`config.mk`:
```
export PLATFORM = sky130hd
export DESIGN_NAME = swm_ctrl
export DESIGN_NICKNAME = d
export VERILOG_FILES = /design/src/sv/swm_pkg.sv /design/src/sv/swm_ctrl.sv
export SDC_FILE = /design/constraint.sdc
export NUM_CORES = 1
export LEC_CHECK = 0
export ABC_AREA = 1
export ABC_CLOCK_PERIOD_IN_PS = 1400
export BUFFER_PORTS_ARGS = -buffer_cell sky130_fd_sc_hd__buf_4
export CAP_MARGIN = 40
export CORE_AREA = 5 5 42 44
export DETAILED_ROUTE_END_ITERATION = 7
export DIE_AREA = 0 0 47 49
export GPL_TIMING_DRIVEN = 0
export PLACE_DENSITY = 0.4
export RECOVER_POWER = 100
export SYNTH_ARGS = -nofsm -noshare
export SYNTH_HDL_FRONTEND = slang
export SYNTH_SLANG_ARGS = --single-unit
export TNS_END_PERCENT = 10
```
`constraint.sdc`:
```
create_clock -name clock -period 1.4 [get_ports clock]
set_input_delay 0.14 -clock clock [delete_from_list [all_inputs] [get_ports clock]]
set_output_delay 0.14 -clock clock [all_outputs]
set_load 0.02 [all_outputs]
```
`src/sv/swm_pkg.sv`:
```
// Package for the sliding window minimum block: payload structs, controller
// command and status structs, and shared constants.
// No dependencies.
`timescale 1ns / 1ps

package swm_pkg;

   localparam int SAMPLE_W           = 32;
   localparam int WINDOW_LEN_W       = 9;
   localparam int MAX_WINDOW_DEFAULT = 256;
   localparam logic [WINDOW_LEN_W-1:0] WINDOW_LEN_RESET = 9'd20;

   typedef struct packed {
      logic signed [SAMPLE_W-1:0] sample;
      logic                       series_start;
      logic                       lead_skip;
   } req_payload_type;

   typedef struct packed {
      logic signed [SAMPLE_W-1:0] low_value;
      logic                       low_valid;
   } rsp_payload_type;

   // controller to datapath
   typedef struct packed {
      logic load;     // latch the accepted request
      logic update;   // store sample, advance pointers, maybe start a rescan
      logic scan;     // let the rescan issue reads
      logic emit;     // load the response register
   } swm_cmd_type;

   // datapath to controller
   typedef struct packed {
      logic need_scan;
      logic scan_busy;
      logic out_free;
   } swm_status_type;

endpackage

```
`src/sv/swm_ctrl.sv`:
```
// Controller of the sliding window minimum: sequences accept, update,
// rescan and response load. Depends on swm_pkg; drives swm_dpath.
`timescale 1ns / 1ps

module swm_ctrl (
   input  logic                    clock,
   input  logic                    reset,
   input  logic                    req_valid,
   output logic                    req_ready,
   input  swm_pkg::swm_status_type status,
   output swm_pkg::swm_cmd_type    cmd
);
   import swm_pkg::*;

   typedef enum logic [1:0] {
      IDLE,
      UPDATE,
      SCAN,
      EMIT
   } state_type;

   state_type state_ff;
   logic      req_ready_ff;

   always_comb begin
      cmd.load   = req_valid && req_ready_ff;
      cmd.update = (state_ff == UPDATE);
      cmd.scan   = (state_ff == SCAN);
      cmd.emit   = (state_ff == EMIT) && status.out_free;
   end

   always_ff @(posedge clock) begin
      if (reset) begin
         state_ff     <= IDLE;
         req_ready_ff <= 1'b1;
      end else begin
         unique case (state_ff)
            IDLE: begin
               if (req_valid && req_ready_ff) begin
                  state_ff     <= UPDATE;
                  req_ready_ff <= 1'b0;
               end
            end
            UPDATE: begin
               state_ff <= status.need_scan ? SCAN : EMIT;
            end
            SCAN: begin
               // wait for the last read to be compared
               if (!status.scan_busy) begin
                  state_ff <= EMIT;
               end
            end
            EMIT: begin
               if (status.out_free) begin
                  state_ff     <= IDLE;
                  req_ready_ff <= 1'b1;
               end
            end
            default: begin
               state_ff     <= IDLE;
               req_ready_ff <= 1'b1;
            end
         endcase
      end
   end

   assign req_ready = req_ready_ff;

`ifndef SYNTHESIS
   a_load_to_update : assert property (@(posedge clock) disable iff (reset)
      cmd.load |=> (state_ff == UPDATE) && !req_ready_ff)
      else $error("accepted request not processed");
   a_ready_only_idle : assert property (@(posedge clock) disable iff (reset)
      req_ready_ff |-> (state_ff == IDLE))
      else $error("ready outside idle");
   a_emit_once : assert property (@(posedge clock) disable iff (reset)
      cmd.emit |=> !cmd.emit)
      else $error("response loaded twice");
`endif

endmodule

```
Word level (Yosys, flattened, before mapping)

Cells that the tools add are included.

Word-level logic and storage cells: 22
Register bits: 3
Input port bits: 6

Equal/unequal tests: 6
Reductions and logical operators: 6
Muxes and demuxes: 8

Operators with widths:

| cell                 | count |
|---|---|
| $pmux W2 S4          | 1 |
| $mux W2              | 3 |
| $ne A2 B2 Y1 const B | 3 |
| $reduce_and A3 Y1    | 2 |
| $eq A2 B2 Y1 const B | 2 |
| $mux W1              | 3 |
| $eq A2 B1 Y1 const B | 1 |
| $logic_and A1 B1 Y1  | 2 |
| $logic_not A2 Y1     | 1 |
| $pmux W1 S2          | 1 |
| $reduce_bool A2 Y1   | 1 |

Depth between registers and ports, before layout

Depth after elaboration: 3
Gate-level depth with buffers: 7
Depth with buffers taken out: 7

Worst setup path before layout

Ideal clock, no wire load.

Kind: flip-flop to flip-flop
Start: reg state_ff[0]
End: reg state_ff[1]
Arrival time: 1.157 ns
Clock period less this slack: 1.218 ns
Stages on the path, launching flop included: 7
Slack: 0.182 ns
Setup time: 0.062 ns
Cells stage by stage: dfxtp_1 inv_1 ha_1 nand2_1 nand3_2 and2_4 nor2_2

RTL lines:

| what                     | line           | RTL |
|---|---|---|
| start: declaration       | swm_ctrl.sv:22 | `state_type state_ff;` |
| start signal: assignment | swm_ctrl.sv:45 | `state_ff <= status.need_scan ? SCAN : EMIT;` |

==> flow_metrics.env <==
export IMPL_min_delay_start="reset"
export IMPL_clk_path_buf_depth=2
export IMPL_grt_usage=0.0507
export IMPL_ys_types=13
export IMPL_drive_gt1_frac=0.314
export IMPL_layout_commonest_cell="nand2_1"
export IMPL_slew_headroom=0.832
export IMPL_synth_seq_cells=3
export IMPL_totalWireLength_um=520
export IMPL_cts_hold_buf=0
export IMPL_powerDensity_mw_per_mm2=2060
export IMPL_fin_crit_sh=0.933
export IMPL_cts_sink_count=3
export IMPL_critPathCaptureType="output port"
export IMPL_stdcell_count=67
export IMPL_cts_made_buffers=3
export IMPL_areaGrowthSynthToFinish_pct=38.1
export IMPL_required_ps=1260
export IMPL_cts_setup_buffers=0
export IMPL_grt_ovfl_total=0
export IMPL_num_antenna_cells=0
export IMPL_gp_congestion=0.660
export IMPL_slew_violations=0
export IMPL_crit_chain="inv_1 -> ha_1 -> buf_2"
export IMPL_h_tree_depth=1
export IMPL_cts_tree="built"
export IMPL_tightest_slew_ps=253
export IMPL_setup_viol=0
export IMPL_wire_per_inst_um=7.76
export IMPL_grt_start_max_net_pins=6
export IMPL_finalSetupTns_ps=0
export IMPL_cp_slowest_cell="dfxtp_1"
export IMPL_max_freq_mhz=766
export IMPL_worstSetupStartpointType="flop"
export IMPL_arrival_ps=1170
export IMPL_rsz0062_at_grt="false"
export IMPL_vias=249
export IMPL_ant_nets=0
export IMPL_netlist_area_um2=273
export IMPL_clk_pin_slew_ps=40
export IMPL_ys_warn_count=0
export IMPL_slowest_delay_ps=410
export IMPL_synth_nets=49
export IMPL_initial_core_util=0.195
export IMPL_synthCells=37
export IMPL_fin_nets=64
export IMPL_cp_top_family="flip-flops"
export IMPL_run_status="finished, final reports clean"
export IMPL_viasPerCell=3.72
export IMPL_antenna_found_initial=0
export IMPL_place_port_buffers=10
export IMPL_worstSkewPairLatency_ps=230
export IMPL_irDropWorstVdd_mv=0.505
export IMPL_critical_path_buf_inv_count=2
export IMPL_max_cap_violations=0
export IMPL_rows=14
export IMPL_grt_pass1_wl_um=807
export IMPL_place_inst=63
export IMPL_ios=11
export IMPL_crit_start="state_ff[0]$_SDFFE_PP0P_"
export IMPL_yosysSeqAreaShare=0.220
export IMPL_grt_pass1_vias=220
export IMPL_die_h_um=49
export IMPL_path_max_fanout=5
export IMPL_first_iter_violations=4
export IMPL_hold_viol_final=0
export IMPL_avgSynthCellArea_um2=7.37
export IMPL_post_cts_resized=0
export IMPL_cts_root_buffer="clkbuf_4"
export IMPL_reg2reg_from="state_ff[0]$_SDFFE_PP0P_"
export IMPL_post_dp_hpwl_um=437
export IMPL_leakage_nw=0.218
export IMPL_drt_pass1_iterations=2
export IMPL_worstSetupPathType="reg -> out"
export IMPL_die_w_um=47
export IMPL_dieArea_mm2=0.00230
export IMPL_drcViolationCount=0
export IMPL_finClkSkew_ps=2.79
export IMPL_hold_path_class="in -> reg"
export IMPL_final_cell_mix="8 x nand2_1, 7 x inv_1, 6 x ha_1"
export IMPL_finalCriticalPeriod_ps=1310
export IMPL_coreArea_mm2=0.00140
## synthesized netlist by cell type
cell / number / area (um2)
ha_1: 6 / 75.1
and2_4: 1 / 8.76
nand2_2: 3 / 18.8
nand3_2: 1 / 10.0
a21oi_1: 1 / 5.00
nor2_1: 2 / 7.51
nand2_1: 7 / 26.3
nand3_1: 3 / 15.0
inv_1: 7 / 26.3
dfxtp_1: 3 / 60.1
nand4_1: 1 / 6.26
nand3b_1: 1 / 7.51
nor2_2: 1 / 6.26
## per-stage QoR
stage | cell area (um2) | power [mW] | utilization | setup slack (ps) | hold slack [ps]
floorplan | 273 | 0.543 | - | 182 | 271
global placement | 368 | 0.682 | 0.263 | 129 | 382
detailed placement | 368 | 0.681 | 0.263 | 134 | 380
CTS | 394 | 0.841 | 0.281 | 67.4 | 133
global route | 377 | 0.876 | 0.269 | 21.6 | 163
finish | 377 | 0.778 | 0.269 | 94.2 | 134
## worst min-delay path: stages
cell and delay, ps:
buf_4 70, inv_1 50, nand3_1 70
## path summary, 6_finish.rpt
check,depth (start not counted),slack [ps],to
hold reg to reg,2,490,req_ready$_SDFFE_PP1P_
setup / recovery,3,90,cmd[1]
hold / removal,3,130,req_ready$_SDFFE_PP1P_
setup reg to reg,6,140,state_ff[1]$_SDFFE_PP0P_
## where the power goes
part	internal, mW	total, mW	switching [mW]
logic	0.184	0.450	0.267
registers	0.126	0.176	0.0497
clock network	0.107	0.151	0.0446
## layer usage
layer / track usage / wire length (um) / part of all wire
met4: 0.0276 / 0 / 0
met2: 0.0611 / 207 / 0.40
met3: 0.0332 / 51 / 0.098
met5: 0 / 0 / 0
met1: 0.0658 / 262 / 0.50
## logic make-up after synthesis
| group | count (synthesis) | synth area share |
|---|---|---|
| and+or+nand+nor | 20 | 0.390 |
| buffers and inverters | 7 | 0.0963 |
| adders and majority gates | 6 | 0.275 |
| DFF | 3 | 0.220 |
| AOI/OAI and AO/OA | 1 | 0.0183 |
## area by class of cell
cell class	count	area [um2]
inverters	7	26.3
flip-flops and latches	3	60.1
clock buffers	4	26.3
multi-input cells	27	184
well taps	16	20.0
fillers	167	1020
repair buffers	10	60.1
## sequential cells by signal, summed over array words and instances (netlist names)
register,flops
state_ff,2
req_ready,1
No activity file was read; power rests on OpenSTA's default activity.
